<file path="src/hdl/cmdt_pkg.sv">
// Shared widths, register indexes and reset values of the class majority debounce tracker.
`timescale 1ns / 1ps

package cmdt_pkg;

  localparam int CLASS_W    = 3;
  localparam int CONF_W     = 8;
  localparam int TS_W       = 48;
  localparam int TDATA_W    = 64;
  localparam int CFG_IDX_W  = 3;
  localparam int CFG_DATA_W = 16;

  // tdata bit positions, lowest field first
  localparam int CLASS_LSB = 0;
  localparam int CONF_LSB  = CLASS_LSB + CLASS_W;
  localparam int TS_LSB    = CONF_LSB + CONF_W;
  localparam int USED_W    = TS_LSB + TS_W;

  localparam logic [CFG_IDX_W-1:0] CFG_WINDOW_LENGTH  = 3'd0;
  localparam logic [CFG_IDX_W-1:0] CFG_CONFIRM_FRAMES = 3'd1;
  localparam logic [CFG_IDX_W-1:0] CFG_CHANGE_FRAMES  = 3'd2;
  localparam logic [CFG_IDX_W-1:0] CFG_LOST_TIMEOUT   = 3'd3;
  localparam logic [CFG_IDX_W-1:0] CFG_MIN_CONFIDENCE = 3'd4;

  localparam logic [4:0]  RST_WINDOW_LENGTH  = 5'd5;
  localparam logic [7:0]  RST_CONFIRM_FRAMES = 8'd3;
  localparam logic [7:0]  RST_CHANGE_FRAMES  = 8'd3;
  localparam logic [15:0] RST_LOST_TIMEOUT   = 16'd500;
  // 0.1 in Q0.8, rounded
  localparam logic [7:0]  RST_MIN_CONFIDENCE = 8'd26;

  localparam logic [7:0]  COUNT_MAX = 8'd255;

endpackage

</file>
<file path="src/hdl/cmdt_ram.sv">
// Generic single-write, single-read RAM with registered read data.
`timescale 1ns / 1ps

module cmdt_ram #(
  parameter int WIDTH = 3,
  parameter int DEPTH = 16
) (
  input  logic                                     clk,
  input  logic                                     we,
  input  logic [(DEPTH > 1 ? $clog2(DEPTH) : 1)-1:0] waddr,
  input  logic [WIDTH-1:0]                         wdata,
  input  logic                                     re,
  input  logic [(DEPTH > 1 ? $clog2(DEPTH) : 1)-1:0] raddr,
  output logic [WIDTH-1:0]                         rdata
);

  logic [WIDTH-1:0] mem_r [DEPTH];

  always_ff @(posedge clk) begin
    if (we) begin
      mem_r[waddr] <= wdata;
    end
    if (re) begin
      rdata <= mem_r[raddr];
    end
  end

endmodule

</file>
<file path="src/hdl/class_majority_debounce_tracker.sv">
// Top level: sliding-window majority vote with a debounce mode machine on top.
`timescale 1ns / 1ps

// Usage
// in_*  : one detection per request; tdata = class, confidence, timestamp (ms).
// out_* : exactly one result per request; tdata = class, confidence, timestamp.
// cfg_* : register writes (window length, confirm frames, change frames,
//         lost timeout, minimum confidence), only while the block is idle.
// Each request is written into the window RAM, then the newest "fill" codes
// are read back one a cycle into a per-class tally, then the tallies are
// scanned one a cycle with a single comparator for the majority (ties go to
// the lowest code), and the mode machine decides the result.
// A request holds in_tready low from acceptance until its result is registered;
// the read pass covers fill codes, fill being the current window occupancy
// (at most MAX_WINDOW), then the scan covers all CLASS_COUNT tallies.
// The result sits in an output register; a new request is taken while it
// waits, and the next result is held back until the receiver takes it.
// Reset (synchronous, rst_n low) returns to idle mode with an empty window
// and the register reset values; no clearing pass is needed.

module class_majority_debounce_tracker
  import cmdt_pkg::*;
#(
  parameter int MAX_WINDOW  = 16,
  parameter int CLASS_COUNT = 8,
  parameter int TIME_BITS   = 48
) (
  input  logic                  clk,
  input  logic                  rst_n,
  input  logic                  in_tvalid,
  output logic                  in_tready,
  // [2:0] detected_class, [10:3] confidence, [58:11] now_time, [63:59] zero
  input  logic [TDATA_W-1:0]    in_tdata,
  output logic                  out_tvalid,
  input  logic                  out_tready,
  // [2:0] out_class, [10:3] out_confidence, [58:11] out_time, [63:59] zero
  output logic [TDATA_W-1:0]    out_tdata,
  input  logic                  cfg_wr_en,
  input  logic [CFG_IDX_W-1:0]  cfg_index,
  input  logic [CFG_DATA_W-1:0] cfg_wdata
);

  localparam int HW  = (MAX_WINDOW > 1) ? $clog2(MAX_WINDOW) : 1;
  localparam int FW  = $clog2(MAX_WINDOW + 1);
  localparam int TIW = $clog2(CLASS_COUNT);
  localparam int TB  = (TIME_BITS < TS_W) ? TIME_BITS : TS_W;

  typedef enum logic [1:0] {P_IDLE, P_READ, P_SCAN, P_DONE} phase_t;
  typedef enum logic [2:0] {
    M_IDLE, M_CONFIRMING, M_ACTIVE, M_CHANGING, M_LOST
  } mode_t;

  phase_t phase_r;
  mode_t  mode_r, mode_nxt;

  logic [4:0]  window_length_r;
  logic [7:0]  confirm_frames_r;
  logic [7:0]  change_frames_r;
  logic [15:0] lost_timeout_r;
  logic [7:0]  min_confidence_r;

  logic [HW-1:0] head_r;
  logic [HW-1:0] rd_ptr_r;
  logic [FW-1:0] fill_r;
  logic [FW-1:0] issue_cnt_r;
  logic          rd_vld_r;

  logic [FW-1:0]  tally_r [CLASS_COUNT];
  logic [TIW-1:0] sc_r;
  logic [TIW-1:0] best_r;
  logic [FW-1:0]  best_cnt_r;

  logic [CLASS_W-1:0] cls_r;
  logic [CONF_W-1:0]  conf_r;
  logic [TB-1:0]      now_r;
  logic               det_r;

  logic [7:0]         confirm_count_r, confirm_count_nxt;
  logic [7:0]         change_count_r, change_count_nxt;
  logic [CLASS_W-1:0] pending_r, pending_nxt;
  logic [CLASS_W-1:0] held_class_r, held_class_nxt;
  logic [CONF_W-1:0]  held_conf_r, held_conf_nxt;
  logic [TB-1:0]      last_seen_r, last_seen_nxt;

  logic               out_valid_r;
  logic [CLASS_W-1:0] out_class_r, out_class_nxt;
  logic [CONF_W-1:0]  out_conf_r, out_conf_nxt;
  logic [TS_W-1:0]    out_time_r, out_time_nxt;

  logic               in_accept;
  logic [CLASS_W-1:0] in_cls_raw, in_cls;
  logic [CONF_W-1:0]  in_conf;
  logic [FW-1:0]      eff_len;
  logic [FW:0]        fill_inc;
  logic               issuing;
  logic [CLASS_W-1:0] ram_rdata;
  logic [TIW-1:0]     tidx;
  logic [FW-1:0]      tally_rd;
  logic               out_free;
  logic [CLASS_W-1:0] maj;
  logic [TIME_BITS-1:0] time_diff;
  logic               timed_out;
  logic [7:0]         bumped;

  // ---------------------------------------------------------------------------
  // input side
  assign in_tready  = (phase_r == P_IDLE);
  assign in_accept  = in_tvalid && in_tready;
  assign in_cls_raw = in_tdata[CLASS_LSB +: CLASS_W];
  assign in_cls     = (32'(in_cls_raw) >= CLASS_COUNT) ? '0 : in_cls_raw;
  assign in_conf    = in_tdata[CONF_LSB +: CONF_W];

  always_comb begin
    if (window_length_r == 5'd0) begin
      eff_len = FW'(1);
    end else if (32'(window_length_r) > MAX_WINDOW) begin
      eff_len = FW'(MAX_WINDOW);
    end else begin
      eff_len = FW'(window_length_r);
    end
  end

  assign fill_inc = {1'b0, fill_r} + 1'b1;
  assign issuing  = (phase_r == P_READ) && (issue_cnt_r != fill_r);

  cmdt_ram #(
    .WIDTH (CLASS_W),
    .DEPTH (MAX_WINDOW)
  ) u_window (
    .clk   (clk),
    .we    (in_accept),
    .waddr (head_r),
    .wdata (in_cls),
    .re    (issuing),
    .raddr (rd_ptr_r),
    .rdata (ram_rdata)
  );

  // tally read port shared by the count and the scan (the scan seeds from tally_r[0])
  assign tidx     = (phase_r == P_READ) ? TIW'(ram_rdata) : sc_r;
  assign tally_rd = tally_r[tidx];

  // ---------------------------------------------------------------------------
  // mode machine decision, evaluated in P_DONE
  assign out_free  = !out_valid_r || out_tready;
  assign maj       = CLASS_W'(best_r);
  assign time_diff = TIME_BITS'(now_r) - TIME_BITS'(last_seen_r);
  assign timed_out = time_diff > TIME_BITS'(lost_timeout_r);

  always_comb begin
    mode_nxt          = mode_r;
    confirm_count_nxt = confirm_count_r;
    change_count_nxt  = change_count_r;
    pending_nxt       = pending_r;
    held_class_nxt    = held_class_r;
    held_conf_nxt     = held_conf_r;
    last_seen_nxt     = last_seen_r;
    out_class_nxt     = '0;
    out_conf_nxt      = '0;
    out_time_nxt      = '0;
    bumped            = '0;
    if (!det_r) begin
      case (mode_r)
        M_CONFIRMING: begin
          mode_nxt = M_IDLE;
        end
        M_ACTIVE, M_CHANGING: begin
          mode_nxt      = M_LOST;
          last_seen_nxt = now_r;
          out_class_nxt = held_class_r;
          out_conf_nxt  = held_conf_r;
          out_time_nxt  = TS_W'(now_r);
        end
        M_LOST: begin
          out_time_nxt = TS_W'(now_r);
          if (!timed_out) begin
            out_class_nxt = held_class_r;
            out_conf_nxt  = held_conf_r;
          end
        end
        default: begin
        end
      endcase
    end else begin
      last_seen_nxt = now_r;
      case (mode_r)
        M_CONFIRMING: begin
          if (maj == cls_r) begin
            bumped            = (confirm_count_r == COUNT_MAX) ? COUNT_MAX
                                                               : confirm_count_r + 8'd1;
            confirm_count_nxt = bumped;
            if (bumped >= confirm_frames_r) begin
              mode_nxt       = M_ACTIVE;
              held_class_nxt = maj;
              held_conf_nxt  = conf_r;
              out_class_nxt  = maj;
              out_conf_nxt   = conf_r;
              out_time_nxt   = TS_W'(now_r);
            end
          end else begin
            if (confirm_count_r <= 8'd1) begin
              confirm_count_nxt = '0;
              mode_nxt          = M_IDLE;
            end else begin
              confirm_count_nxt = confirm_count_r - 8'd1;
            end
          end
        end
        M_ACTIVE: begin
          if (maj == held_class_r) begin
            held_conf_nxt = conf_r;
          end else begin
            mode_nxt         = M_CHANGING;
            pending_nxt      = maj;
            change_count_nxt = 8'd1;
          end
          out_class_nxt = held_class_nxt;
          out_conf_nxt  = held_conf_nxt;
          out_time_nxt  = TS_W'(now_r);
        end
        M_CHANGING: begin
          if (maj == pending_r) begin
            bumped           = (change_count_r == COUNT_MAX) ? COUNT_MAX
                                                             : change_count_r + 8'd1;
            change_count_nxt = bumped;
            if (bumped >= change_frames_r) begin
              mode_nxt       = M_ACTIVE;
              held_class_nxt = maj;
              held_conf_nxt  = conf_r;
            end
          end else if (maj == held_class_r) begin
            mode_nxt         = M_ACTIVE;
            change_count_nxt = '0;
          end
          out_class_nxt = held_class_nxt;
          out_conf_nxt  = held_conf_nxt;
          out_time_nxt  = TS_W'(now_r);
        end
        default: begin
          mode_nxt          = M_CONFIRMING;
          confirm_count_nxt = 8'd1;
          pending_nxt       = cls_r;
        end
      endcase
    end
  end

  // ---------------------------------------------------------------------------
  // sequencer, state and registered outputs
  always_ff @(posedge clk) begin
    if (!rst_n) begin
      phase_r          <= P_IDLE;
      mode_r           <= M_IDLE;
      window_length_r  <= RST_WINDOW_LENGTH;
      confirm_frames_r <= RST_CONFIRM_FRAMES;
      change_frames_r  <= RST_CHANGE_FRAMES;
      lost_timeout_r   <= RST_LOST_TIMEOUT;
      min_confidence_r <= RST_MIN_CONFIDENCE;
      head_r           <= '0;
      fill_r           <= '0;
      issue_cnt_r      <= '0;
      rd_vld_r         <= 1'b0;
      confirm_count_r  <= '0;
      change_count_r   <= '0;
      pending_r        <= '0;
      held_class_r     <= '0;
      held_conf_r      <= '0;
      last_seen_r      <= '0;
      out_valid_r      <= 1'b0;
    end else begin
      if (cfg_wr_en) begin
        case (cfg_index)
          CFG_WINDOW_LENGTH:  window_length_r  <= cfg_wdata[4:0];
          CFG_CONFIRM_FRAMES: confirm_frames_r <= cfg_wdata[7:0];
          CFG_CHANGE_FRAMES:  change_frames_r  <= cfg_wdata[7:0];
          CFG_LOST_TIMEOUT:   lost_timeout_r   <= cfg_wdata;
          CFG_MIN_CONFIDENCE: min_confidence_r <= cfg_wdata[7:0];
          default: begin
          end
        endcase
      end

      // a new result replaces one that leaves in the same cycle
      if (phase_r == P_DONE && out_free) begin
        out_valid_r <= 1'b1;
      end else if (out_tready) begin
        out_valid_r <= 1'b0;
      end

      rd_vld_r <= issuing;

      case (phase_r)
        P_IDLE: begin
          if (in_accept) begin
            phase_r     <= P_READ;
            cls_r       <= in_cls;
            conf_r      <= in_conf;
            now_r       <= TB'(in_tdata[TS_LSB +: TS_W]);
            det_r       <= (in_cls != '0) && (in_conf >= min_confidence_r);
            rd_ptr_r    <= head_r;
            head_r      <= (32'(head_r) == MAX_WINDOW - 1) ? '0 : head_r + 1'b1;
            fill_r      <= (fill_inc < {1'b0, eff_len}) ? fill_inc[FW-1:0] : eff_len;
            issue_cnt_r <= '0;
            for (int k = 0; k < CLASS_COUNT; k++) begin
              tally_r[k] <= '0;
            end
          end
        end
        P_READ: begin
          if (issuing) begin
            issue_cnt_r <= issue_cnt_r + 1'b1;
            rd_ptr_r    <= (rd_ptr_r == '0) ? HW'(MAX_WINDOW - 1) : rd_ptr_r - 1'b1;
          end
          if (rd_vld_r) begin
            tally_r[tidx] <= tally_rd + 1'b1;
          end else if (!issuing) begin
            phase_r    <= P_SCAN;
            best_r     <= '0;
            best_cnt_r <= tally_r[0];
            sc_r       <= TIW'(1);
          end
        end
        P_SCAN: begin
          if (tally_rd > best_cnt_r) begin
            best_r     <= sc_r;
            best_cnt_r <= tally_rd;
          end
          if (sc_r == TIW'(CLASS_COUNT - 1)) begin
            phase_r <= P_DONE;
          end else begin
            sc_r <= sc_r + 1'b1;
          end
        end
        P_DONE: begin
          if (out_free) begin
            phase_r         <= P_IDLE;
            mode_r          <= mode_nxt;
            confirm_count_r <= confirm_count_nxt;
            change_count_r  <= change_count_nxt;
            pending_r       <= pending_nxt;
            held_class_r    <= held_class_nxt;
            held_conf_r     <= held_conf_nxt;
            last_seen_r     <= last_seen_nxt;
            out_class_r     <= out_class_nxt;
            out_conf_r      <= out_conf_nxt;
            out_time_r      <= out_time_nxt;
          end
        end
        default: begin
          phase_r <= P_IDLE;
        end
      endcase
    end
  end

  assign out_tvalid = out_valid_r;
  assign out_tdata  = {{(TDATA_W - USED_W){1'b0}}, out_time_r, out_conf_r, out_class_r};

endmodule

</file>
<file path="config.mk">
export PLATFORM = sky130hd
export DESIGN_NAME = class_majority_debounce_tracker
export DESIGN_NICKNAME = d
export VERILOG_FILES = /design/src/hdl/cmdt_pkg.sv /design/src/hdl/cmdt_ram.sv /design/src/hdl/class_majority_debounce_tracker.sv
export SDC_FILE = /design/constraint.sdc
export NUM_CORES = 1
export LEC_CHECK = 0
export ABC_AREA = 1
export BUFFER_PORTS_ARGS = -buffer_cell sky130_fd_sc_hd__buf_2
export CORE_MARGIN = 2
export CORE_UTILIZATION = 55
export CTS_CLUSTER_SIZE = 24
export DETAILED_ROUTE_END_ITERATION = 12
export MAX_ROUTING_LAYER = met4
export PLACE_DENSITY = 0.89
export SYNTH_ARGS = -nofsm -noshare
export SYNTH_HDL_FRONTEND = slang
export SYNTH_SLANG_ARGS = --single-unit
</file>
<file path="constraint.sdc">
create_clock -name clk -period 4.9 [get_ports clk]
set_input_delay 0.735 -clock clk [delete_from_list [all_inputs] [get_ports clk]]
set_output_delay 0.735 -clock clk [all_outputs]
set_load 0.01 [all_outputs]
</file>
==> reports/metrics.yaml, run 1 <==
status: "completed"
core_region_area_um2: 37760
hold_viol: 0
synth.area.mux_share_pct: 0
synth_edf_count: 225
fin_crit_sh_pct: 89.98
fmax_ghz: 0.2268
crit_slowest_cell: "fa_1"
grt_max_degree: 104
hpwl_mm: 41.54
antenna_left: 0
drc: 0
vias: 18940
cp_slowest_stage_delay_ns: 0.44
synth_compound_area_share_pct: 15.06
grt_pass1_vias: 17810
postCtsSetupBuffers: 0
yosys.area_share.xor_xnor_pct: 1.809
clock_latency_ns: 0.58
finalSetupTns_ns: 0
end_kind: "flip-flop"
die_y_um: 199.9
wl_per_cell_um: 17.12
ys_warn_count: 0
synth_fa_ha_area_share_pct: 6.856
syn_inst: 2688
clock_sinks: 369
worstReg2RegStart: "now_r[0]"
grt_pass1_wl_mm: 89.84
worstPathRequired_ns: 5.33
clkTransAtPathRegs_ns: 0.06
clockBufferDepth: 3
root_buffer: "clkbuf_16"
irDropWorstVdd_uv: 291.5
p_per_area_nw_per_um2: 426.4
fillers: 3043
first_iter_violations: 1968
die_w_um: 199.9
wl_mm: 57.35
synth.ff_latch_count: 369
multi_input_area_um2: 9635
drive_gt1_share_pct: 8.918
setup_viol: 0
worstHoldStart: "in_tdata[27]"
routabilityCongestion: 0.9869
finClkSkew_ns: 0.03241
seq_area_frac_synth_pct: 45.69
synth.distinct_cells: 55
synth-simple-area-share_pct: 21.74
drv_slew: 0
initial_core_util_pct: 55.88
fin_crit_ns: 4.409
post_cts_resized: 0
fin_cells: 3351
port_buffers: 143
hold-path-endpoint: "now_r[16]"
max_cap_viol_count: 0
cts_hold_buf: 0
dp.cells: 3271
layout_common_cells: "nand2_1, inv_1, nor2_1"
dieArea_um2: 39940
synth_area_per_cell_um2: 7.848
synth.top_cell.area_share_pct: 32.03
syn_to_final_growth_pct: 11.78
synth_top_area_cell: "edfxtp_1"
finalNetCount: 3007
postLayoutCoreUtil_pct: 62.46
rsz0062_at_grt: "no"
cts_made_buffers: 41
synthesis.area_um2: 21100
hold_path_depth: 1
yosys-top-cells-area: "edfxtp_1, dfxtp_1, nand2_1"
cts_tree: "yes"
h-tree-depth: 2
antenna_found_initial: 2
relSlewSlack_pct: 36.74
synth_top_flop_cell: "edfxtp_1"
r2r-end: "out_class_r[2]"
cp.arrival_ns: 4.84
min_path_type: "in2reg"
synth_top_family_by_area: "simple AND/OR/NAND/NOR gates"
ff2ff_path_depth: 24
final-seq-area_um2: 9639
r2r_slack_ns: 0.49
p_leak_uw: 0.01013
overflow: 0
start_kind: "flip-flop"
postSynth.asyncResetShare_pct: 0
ioPinCount: 154
layout_commonest_cell: "nand2_1"
rows: 71
worstPathCellList: "inv_1 -> ha_1 -> inv_1 -> fa_1 -> nand3_1 -> nand3_1 -> nand2_1 -> nand2_1 -> nand2_1 -> nand2_1 -> xor2_1 -> ha_1 -> nand2_1 -> nor4_1 -> nand3_1 -> nand2_1 -> nand3_1 -> nor2_1 -> nand4_1 -> nor3_1 -> nand3_1 -> nand2_1 -> nand2_1 -> nand2_1"
cp_common_cell: "nand2_1"
worstSetupPathType: "reg2reg"
via_per_inst: 5.653
track_usage_pct: 29.39
dr.pass1.iters: 10
critPathMaxFanout: 11
tightest_slew_ns: 0.9490
## flip-flops by register name, summed over array words and instances, names as in the netlist, 4 cells and up
name and cells:
conf_r 8, confirm_frames_r 8, last_seen_r 48, window_length_r 5, tally_r 40, now_r 48
out_conf_r 8, head_r 4, held_conf_r 8, change_frames_r 8, min_confidence_r 8, confirm_count_r 8
change_count_r 8, rd_ptr_r 4, fill_r 5, best_cnt_r 5, issue_cnt_r 5, out_time_r 48
u_window.mem_r 48, lost_timeout_r 16
## logic make-up (layout without fill, tap and decap cells)
family / count (synthesis) / after routing
AND/OR/NAND/NOR: 1101 / 1101
AO/OA/AOI/OAI: 576 / 576
buffers and inverters: 485 / 630
flip-flops: 369 / 369
adder cells (fa/ha/maj): 115 / 115
XOR/XNOR: 41 / 41
other: 1 / 8
## report_power, final
group | leakage, µW | internal [µW] | switching, µW | total (µW)
clock network | 0.000654 | 1740 | 1310 | 3050
logic | 0.00626 | 983 | 2170 | 3150
registers | 0.00322 | 3630 | 225 | 3850
## worst max-delay path, delay by kind of cell (launching register included)
kind                       cells  cell delay, ns
xor gates and xnor gates       1            0.20
adders and majority gates      3            0.86
and+or+nand+nor               18            2.61
DFF                            1            0.40
buffers and inverters          2            0.18
## cells in the mapped netlist, types with 4 or more instances
library cell and instances:
dfxtp_1 144, inv_2 5, edfxtp_1 225, o21ai_1 9
a211oi_1 10, inv_1 387, nand2_1 536, o22ai_1 4
clkbuf_1 72, buf_4 5, nand4_1 23, o21a_1 14
o21ai_0 264, or2_2 4, nand3b_1 6, xor2_1 26
o221ai_1 9, xnor2_1 12, o31ai_1 10, o211ai_1 15
nor2_1 298, nand3_1 187, clkinv_1 5, buf_2 7
ha_1 114, a21oi_1 201, o21bai_1 11, a31oi_1 10
nor3_1 24
## stage by stage
step,total power (µW),setup slack (ns),hold slack [ns],area (µm²)
after CTS,10030,0.5556,0.3182,23560
after floorplan,6095,0.05552,0.4331,21110
after global routing,10600,0.1695,0.3208,23580
after global placement,6850,0.6407,0.4471,22220
after detailed placement,6979,0.6181,0.4544,22220
final,10060,0.4912,0.3382,23580
## worst max-delay path by stage
stage	cells past startpoint	endpoint	startpoint	slack (ns)
after detailed placement	24	out_class_r[1]	now_r[0]	0.62
after global placement	24	out_conf_r[2]	now_r[0]	0.64
final	24	out_class_r[2]	now_r[0]	0.49
after global routing	24	out_conf_r[5]	now_r[0]	0.17
after CTS	24	out_class_r[2]	now_r[0]	0.56
after floorplan	5	tally_r[0][0]	rst_n	0.06
## per-layer routing
metal	part of all wire [%]	vias up	track usage, %
met5	0	-	-
met4	3.7	0	11.28
met3	7.8	156	5.561
met2	48	865	49.06
met1	41	8725	35.37
li1	-	9196	-
## cell type report
type	count	area share (%)
clock inverter	21	0.9285
tap	511	2.711
timing repair buffer	157	3.534
inverter	397	6.319
clock buffer	55	4.743
antenna	3	0.03183
multi-input combinational	1838	40.86
sequential	369	40.87
No activity file was read; power rests on OpenSTA's default activity.
==> run 2: changes to the inputs <==
--- a/config.mk
+++ b/config.mk
@@ -5,14 +5,14 @@
 export SDC_FILE = /design/constraint.sdc
 export NUM_CORES = 1
 export LEC_CHECK = 0
-export ABC_AREA = 1
+export ABC_AREA = 0
 export BUFFER_PORTS_ARGS = -buffer_cell sky130_fd_sc_hd__buf_2
 export CORE_MARGIN = 2
 export CORE_UTILIZATION = 55
 export CTS_CLUSTER_SIZE = 24
 export DETAILED_ROUTE_END_ITERATION = 12
 export MAX_ROUTING_LAYER = met4
-export PLACE_DENSITY = 0.89
+export PLACE_DENSITY = 0.86
 export SYNTH_ARGS = -nofsm -noshare
 export SYNTH_HDL_FRONTEND = slang
 export SYNTH_SLANG_ARGS = --single-unit
==> constraint.sdc (replaced) <==
create_clock -name clk -period 4.6 [get_ports clk]
set_input_delay 0.69 -clock clk [delete_from_list [all_inputs] [get_ports clk]]
set_output_delay 0.69 -clock clk [all_outputs]
set_load 0.01 [all_outputs]
==> reports/metrics.yaml, run 2 <==
worstReg2RegStart: "now_r[0]"
synth_top_cells_by_count: "nand2_1, edfxtp_1, a21oi_1, nor2_1, dfxtp_1"
p_leak_uw: 0.008215  # -19%
end_kind: "flip-flop"
status: "complete, but fails checks"
h-tree-depth: 2  # unchanged
vias: 15870  # -16%
multi_input_area_um2: 9280  # -3.7%
finalNetCount: 2373  # -21%
grt_pass1_vias: 15080  # -15%
grt_max_degree: 61  # -41%
synthesis.area_um2: 19680  # -6.7%
antenna_found_initial: 3  # +1
ioPinCount: 154  # unchanged
critPathMaxFanout: 6  # -5
port_buffers: 143  # unchanged
dpl_cell_area_um2: 20950  # -5.7%
finalWorstSetupSlack_ns: -0.08577  # -0.5770 ns
drc: 0  # unchanged
irDropWorstVdd_uv: 281.8  # -3.3%
worstSetupPathType: "reg2reg"
cts_made_buffers: 39  # -4.9%
synth.ff_latch_count: 369  # unchanged
max_cap_viol_count: 0  # unchanged
first_iter_violations: 1596  # -19%
r2r_slack_ns: -0.09  # -0.58 ns
clkTransAtPathRegs_ns: 0.06  # about the same
fin_crit_ns: 4.686  # +0.2770 ns
rows: 69  # -2.8%
die_w_um: 193.1  # -3.4%
wl_mm: 50.12  # -13%
tightest_slew_ns: 0.9659  # +0.01693 ns
hpwl_mm: 36.33  # -13%
synth_edf_count: 225  # unchanged
dieArea_um2: 37310  # -6.6%
worstPathCellList: "inv_1 -> ha_2 -> inv_2 -> fa_2 -> a211oi_4 -> o21ai_2 -> buf_6 -> nor2_4 -> o21a_1 -> xnor2_2 -> ha_1 -> nand2_2 -> nor4_4 -> nand3_1 -> o32a_1 -> nor4_2 -> o2111ai_2 -> nor4_2 -> nand4b_1 -> buf_6 -> o21ai_2"
clockBufferDepth: 3  # unchanged
dr.pass1.iters: 5  # -5
wl_per_cell_um: 18.81  # +9.9%
fillers: 2807  # -7.8%
fmax_ghz: 0.2134  # -5.9%
grt_pass1_wl_mm: 78.41  # -13%
clock_sinks: 369  # unchanged
syn_inst: 2029  # -25%
violations: "negative setup slack"
hold_path_depth: 1  # unchanged
via_per_inst: 5.953  # +5.3%
min_path_type: "in2reg"
finClkSkew_ns: 0.01143  # -0.02098 ns
antenna_left: 0  # unchanged
relSlewSlack_pct: 35.61  # -1.1 points
ff2ff_path_depth: 21  # -13%
power.total_uw: 9876  # -1.8%
synth_top_flop_cell: "edfxtp_1"
synth_top_area_cell: "edfxtp_1"
cts_tree: "yes"
crit_slowest_cell: "edfxtp_1"
dp.cells: 2583  # -21%
die_y_um: 193.1  # -3.4%
final-seq-area_um2: 9639  # unchanged
postSynth.asyncResetShare_pct: 0  # unchanged
track_usage_pct: 27.34  # -2.1 points
p_per_area_nw_per_um2: 441.2  # +3.5%
yosysMostFrequentCell: "nand2_1"
cp_slowest_stage_delay_ns: 0.41  # -0.03 ns
synth.distinct_cells: 84  # +53%
clock_latency_ns: 0.54  # -0.04 ns
layout_commonest_cell: "nand2_1"
start_kind: "flip-flop"
synth.top_cell.area_share_pct: 34.34  # +2.3 points
ys_warn_count: 0  # unchanged
initial_core_util_pct: 55.59  # -0.29 points
root_buffer: "clkbuf_16"
fin_crit_sh_pct: 101.9  # +12 points
drv_slew: 0  # unchanged
cp.arrival_ns: 5.08  # +0.24 ns
seq_area_frac_synth_pct: 48.99  # +3.3 points
rsz0062_at_grt: "yes"
yosys-top-cells-area: "edfxtp_1, dfxtp_1, ha_1"
routabilityCongestion: 0.9911  # +0.43%
layout_common_cells: "nand2_1, edfxtp_1, a21oi_1"
r2r-end: "out_class_r[0]"
hold-path-endpoint: "now_r[5]"
syn_to_final_growth_pct: 13.76
worstHoldStart: "in_tdata[16]"
synth_area_per_cell_um2: 9.698  # +24%
setup_viol: 11  # +11
overflow: 0  # unchanged
drive_gt1_share_pct: 15.27  # +6.3 points
fin_cells: 2665  # -20%
final_area_um2: 22380  # -5.1%
hold_viol: 0  # unchanged
worstPathRequired_ns: 5.00  # -0.33 ns
core_region_area_um2: 35400  # -6.2%
finalSetupTns_ns: -0.6626  # -0.6626 ns
run 2: critical path: cells and delay by family (launching register included):
| kind | cells | cell delay (ns) |
|---|---|---|
| simple gates | 7 | 1.44 |
| fa+ha+maj | 3 | 0.85 |
| buf+inv | 4 | 0.49 |
| compound gates | 6 | 1.23 |
| xor+xnor | 1 | 0.10 |
| flops | 1 | 0.41 |
run 2: logic make-up (layout without fill, tap and decap cells):
logic type / Yosys count / after routing / share of synthesized area (%)
adders and majority gates: 115 / 115 / 7.351
other: 1 / 8 / 0.01906
muxes: 53 / 53 / 4.305
xor gates and xnor gates: 60 / 60 / 2.671
DFF: 369 / 369 / 48.99
AOI/OAI and AO/OA: 474 / 474 / 15.20
buffers and inverters: 229 / 397 / 4.629
and+or+nand+nor: 728 / 728 / 16.84
run 2: per-layer routing:
metal	vias to the layer above	routed length [µm]	part of all wire (%)	global-route usage, %
met4	0	1536	3.1	9.033
met5	-	0	0	-
met2	672	23270	46	42.88
li1	7509	-	-	-
met3	114	3369	6.7	3.348
met1	7571	21950	44	37.11
run 2: how the worst max path moves through the flow:
stage | slack (ns) | cells past startpoint | startpoint | end
after detailed placement | -0.41 | 20 | now_r[0] | out_class_r[2]
after global routing | -0.30 | 21 | now_r[0] | out_conf_r[6]
after floorplan | 0.21 | 20 | now_r[0] | out_class_r[0]
final | -0.09 | 21 | now_r[0] | out_class_r[0]
after global placement | -0.26 | 20 | now_r[0] | out_class_r[2]
after CTS | -0.02 | 21 | now_r[0] | out_class_r[2]
run 2: repair_timing:
| item | 4_1_cts | 5_1_grt |
|---|---|---|
| cloned | 1 | 0 |
| hold buffers | 0 | 0 |
| gates resized for setup | 14 | 17 |
| endpoints found under the setup margin | 11 | 11 |
| pin swaps | 11 | 18 |
| buffers inserted | 1 | 5 |
run 2: final cells by class:
cell class                 count  area share, %
sequential                   369          43.06
multi-input combinational   1435          41.46
timing repair buffer         196          5.081
clock buffer                  49          4.667
tap                          461          2.577
inverter                     129          2.169
clock inverter                23         0.9503
antenna                        3        0.03354
run 2: per-stage QoR:
stage	setup WS, ns	hold WS [ns]	util, %
2_1_floorplan	0.2124	0.4363	-
3_3_place_gp	-0.2614	0.4416	59.19
3_5_place_dp	-0.4083	0.4475	59.19
4_1_cts	-0.02196	0.2980	62.91
5_1_grt	-0.3047	0.3054	63.24
6_report	-0.08577	0.3205	63.24
run 2: report_power, final:
| part | leakage [µW] | internal (µW) | switching (µW) | total [µW] |
|---|---|---|---|---|
| logic | 0.00441 | 1030 | 1660 | 2690 |
| clock network | 0.000620 | 1790 | 1310 | 3110 |
| registers | 0.00318 | 3840 | 240 | 4080 |
==> run 3: changes to the inputs <==
--- a/config.mk
+++ b/config.mk
@@ -5,7 +5,7 @@
 export SDC_FILE = /design/constraint.sdc
 export NUM_CORES = 1
 export LEC_CHECK = 0
-export ABC_AREA = 0
+export ABC_AREA = 1
 export BUFFER_PORTS_ARGS = -buffer_cell sky130_fd_sc_hd__buf_2
 export CORE_MARGIN = 2
 export CORE_UTILIZATION = 55
==> reports/metrics.yaml, run 3 (synthesis gave the netlist of run 1 again) <==
ioPinCount: 154  # unchanged
grt_pass1_wl_mm: 93.83  # +20%
postCtsSetupBuffers: 0  # -1
worstReg2RegStart: "now_r[0]"
hpwl_mm: 43.15  # +19%
end_kind: "flip-flop"
layout_common_cells: "nand2_1, inv_1, nor2_1"
h-tree-depth: 2  # unchanged
max_cap_viol_count: 0  # unchanged
fillers: 3173  # +13%
p_per_area_nw_per_um2: 456.7  # +3.5%
clkTransAtPathRegs_ns: 0.06  # about the same
power.total_uw: 10780  # +9.2%
ff2ff_path_depth: 24  # +14%
finClkSkew_ns: 0.02593  # +0.01450 ns
irDropWorstVdd_uv: 450.6  # +60%
final_area_um2: 23610  # +5.5%
finalWorstSetupSlack_ns: 0.2770  # +0.3628 ns
start_kind: "flip-flop"
fin_crit_ns: 4.323  # -0.3628 ns
cts_tree: "yes"
core_region_area_um2: 37760  # +6.7%
hold-path-endpoint: "now_r[33]"
root_buffer: "clkbuf_16"
antenna_left: 0  # unchanged
dpl_cell_area_um2: 22270  # +6.3%
cp.arrival_ns: 4.76  # -0.32 ns
rsz0062_at_grt: "no"
relSlewSlack_pct: 31.18  # -4.4 points
wl_per_cell_um: 17.59  # -6.5%
worstSetupPathType: "reg2reg"
routabilityCongestion: 0.9786  # -1.3%
antenna_found_initial: 1  # -2
worstPathRequired_ns: 5.04  # +0.04 ns
r2r_slack_ns: 0.28  # +0.36 ns
status: "completed"
worstHoldStart: "in_tdata[44]"
finalSetupTns_ns: 0  # +0.6626 ns
min_path_type: "in2reg"
fmax_ghz: 0.2313  # +8.4%
pre_cts_slack_ns: 0.2524  # +0.6607 ns
dieArea_um2: 39940  # +7.1%
r2r-end: "out_conf_r[5]"
postLayoutCoreUtil_pct: 62.53  # -0.71 points
port_buffers: 143  # unchanged
finalNetCount: 3013  # +27%
track_usage_pct: 30.60  # +3.3 points
dr.pass1.iters: 8  # +3
clock_latency_ns: 0.58  # +0.04 ns
hold_viol: 0  # unchanged
critPathMaxFanout: 11  # +5
layout_commonest_cell: "nand2_1"
die_w_um: 199.9  # +3.5%
clockBufferDepth: 3  # unchanged
drive_gt1_share_pct: 8.934  # -6.3 points
cts_made_buffers: 41  # +5.1%
hold_path_depth: 1  # unchanged
worstSetupStartpoint: "now_r[0]"
grt_max_degree: 75  # +23%
tightest_slew_ns: 1.031  # +0.06533 ns
clock_sinks: 369  # unchanged
fin_crit_sh_pct: 93.98  # -7.9 points
via_per_inst: 5.693  # -4.4%
drc: 0  # unchanged
initial_core_util_pct: 55.88  # +0.29 points
rows: 71  # +2.9%
first_iter_violations: 1757  # +10%
wl_mm: 59.01  # +18%
overflow: 0  # unchanged
vias: 19100  # +20%
p_leak_uw: 0.01015  # +24%
syn_to_final_growth_pct: 11.90
setup_viol: 0  # -11
die_y_um: 199.9  # +3.5%
grt_pass1_vias: 18160  # +20%
drv_slew: 0  # unchanged
-- run 3: cell type report --
cell class              instances  area, µm²  area share, %
multi-input cells            1838       9643          40.85
inverters                     397       1490          6.312
clock inverters                21      207.7         0.8798
diodes                          1      2.502        0.01060
repair buffers                163      865.8          3.668
well taps                     511      639.4          2.708
flip-flops and latches        369       9639          40.83
clock buffers                  55       1120          4.743
-- run 3: repair_timing --
item,4_1_cts,5_1_grt
hold buffers,0,0
endpoints found under the setup margin,0,11
gates resized for setup,0,2
-- run 3: worst max path at each step --
stage                           to  slack (ns)  cells past startpoint
global route         out_conf_r[5]        0.04                     24
global placement     out_conf_r[1]        0.40                     24
detailed placement   out_conf_r[1]        0.25                     24
CTS                  out_conf_r[5]        0.23                     24
finish               out_conf_r[5]        0.28                     24
floorplan           out_class_r[0]        0.21                      5
-- run 3: per-stage QoR --
stage / instances / hold WS [ns]
global route: 3355 / 0.2788
finish: 3355 / 0.2914
detailed placement: 3278 / 0.4538
global placement: 3278 / 0.4458
floorplan: 2692 / 0.4331
CTS: 3354 / 0.2706
-- run 3: layer usage --
layer | track usage (%) | wire length (µm) | vias up
li1 | - | - | 9190
met1 | 38.91 | 24730 | 8847
met2 | 49.09 | 27200 | 882
met3 | 4.603 | 4771 | 182
met4 | 12.67 | 2309 | 0
met5 | - | 0 | -
-- run 3: worst max-delay path: stages, from the launching register on --
cell and delay (ns):
edfxtp_1 0.41, inv_1 0.10, ha_1 0.15, inv_1 0.10, fa_1 0.44, nand3_1 0.10, nand3_1 0.20, nand2_1 0.12
nand2_1 0.14, nand2_1 0.09, nand2_1 0.12, xor2_1 0.20, ha_1 0.28, nand2_1 0.07, nor4_1 0.43, nand3_1 0.14
nand2_1 0.11, nand3_1 0.07, nor2_1 0.13, nand4_1 0.12, nor3_1 0.17, nand3_1 0.19, nand2_4 0.19, nand2_1 0.07
nand2_1 0.06
-- run 3: power by group --
group	internal (µW)	switching [µW]
Clock	1890	1360
Combinational	1060	2370
Sequential	3860	229
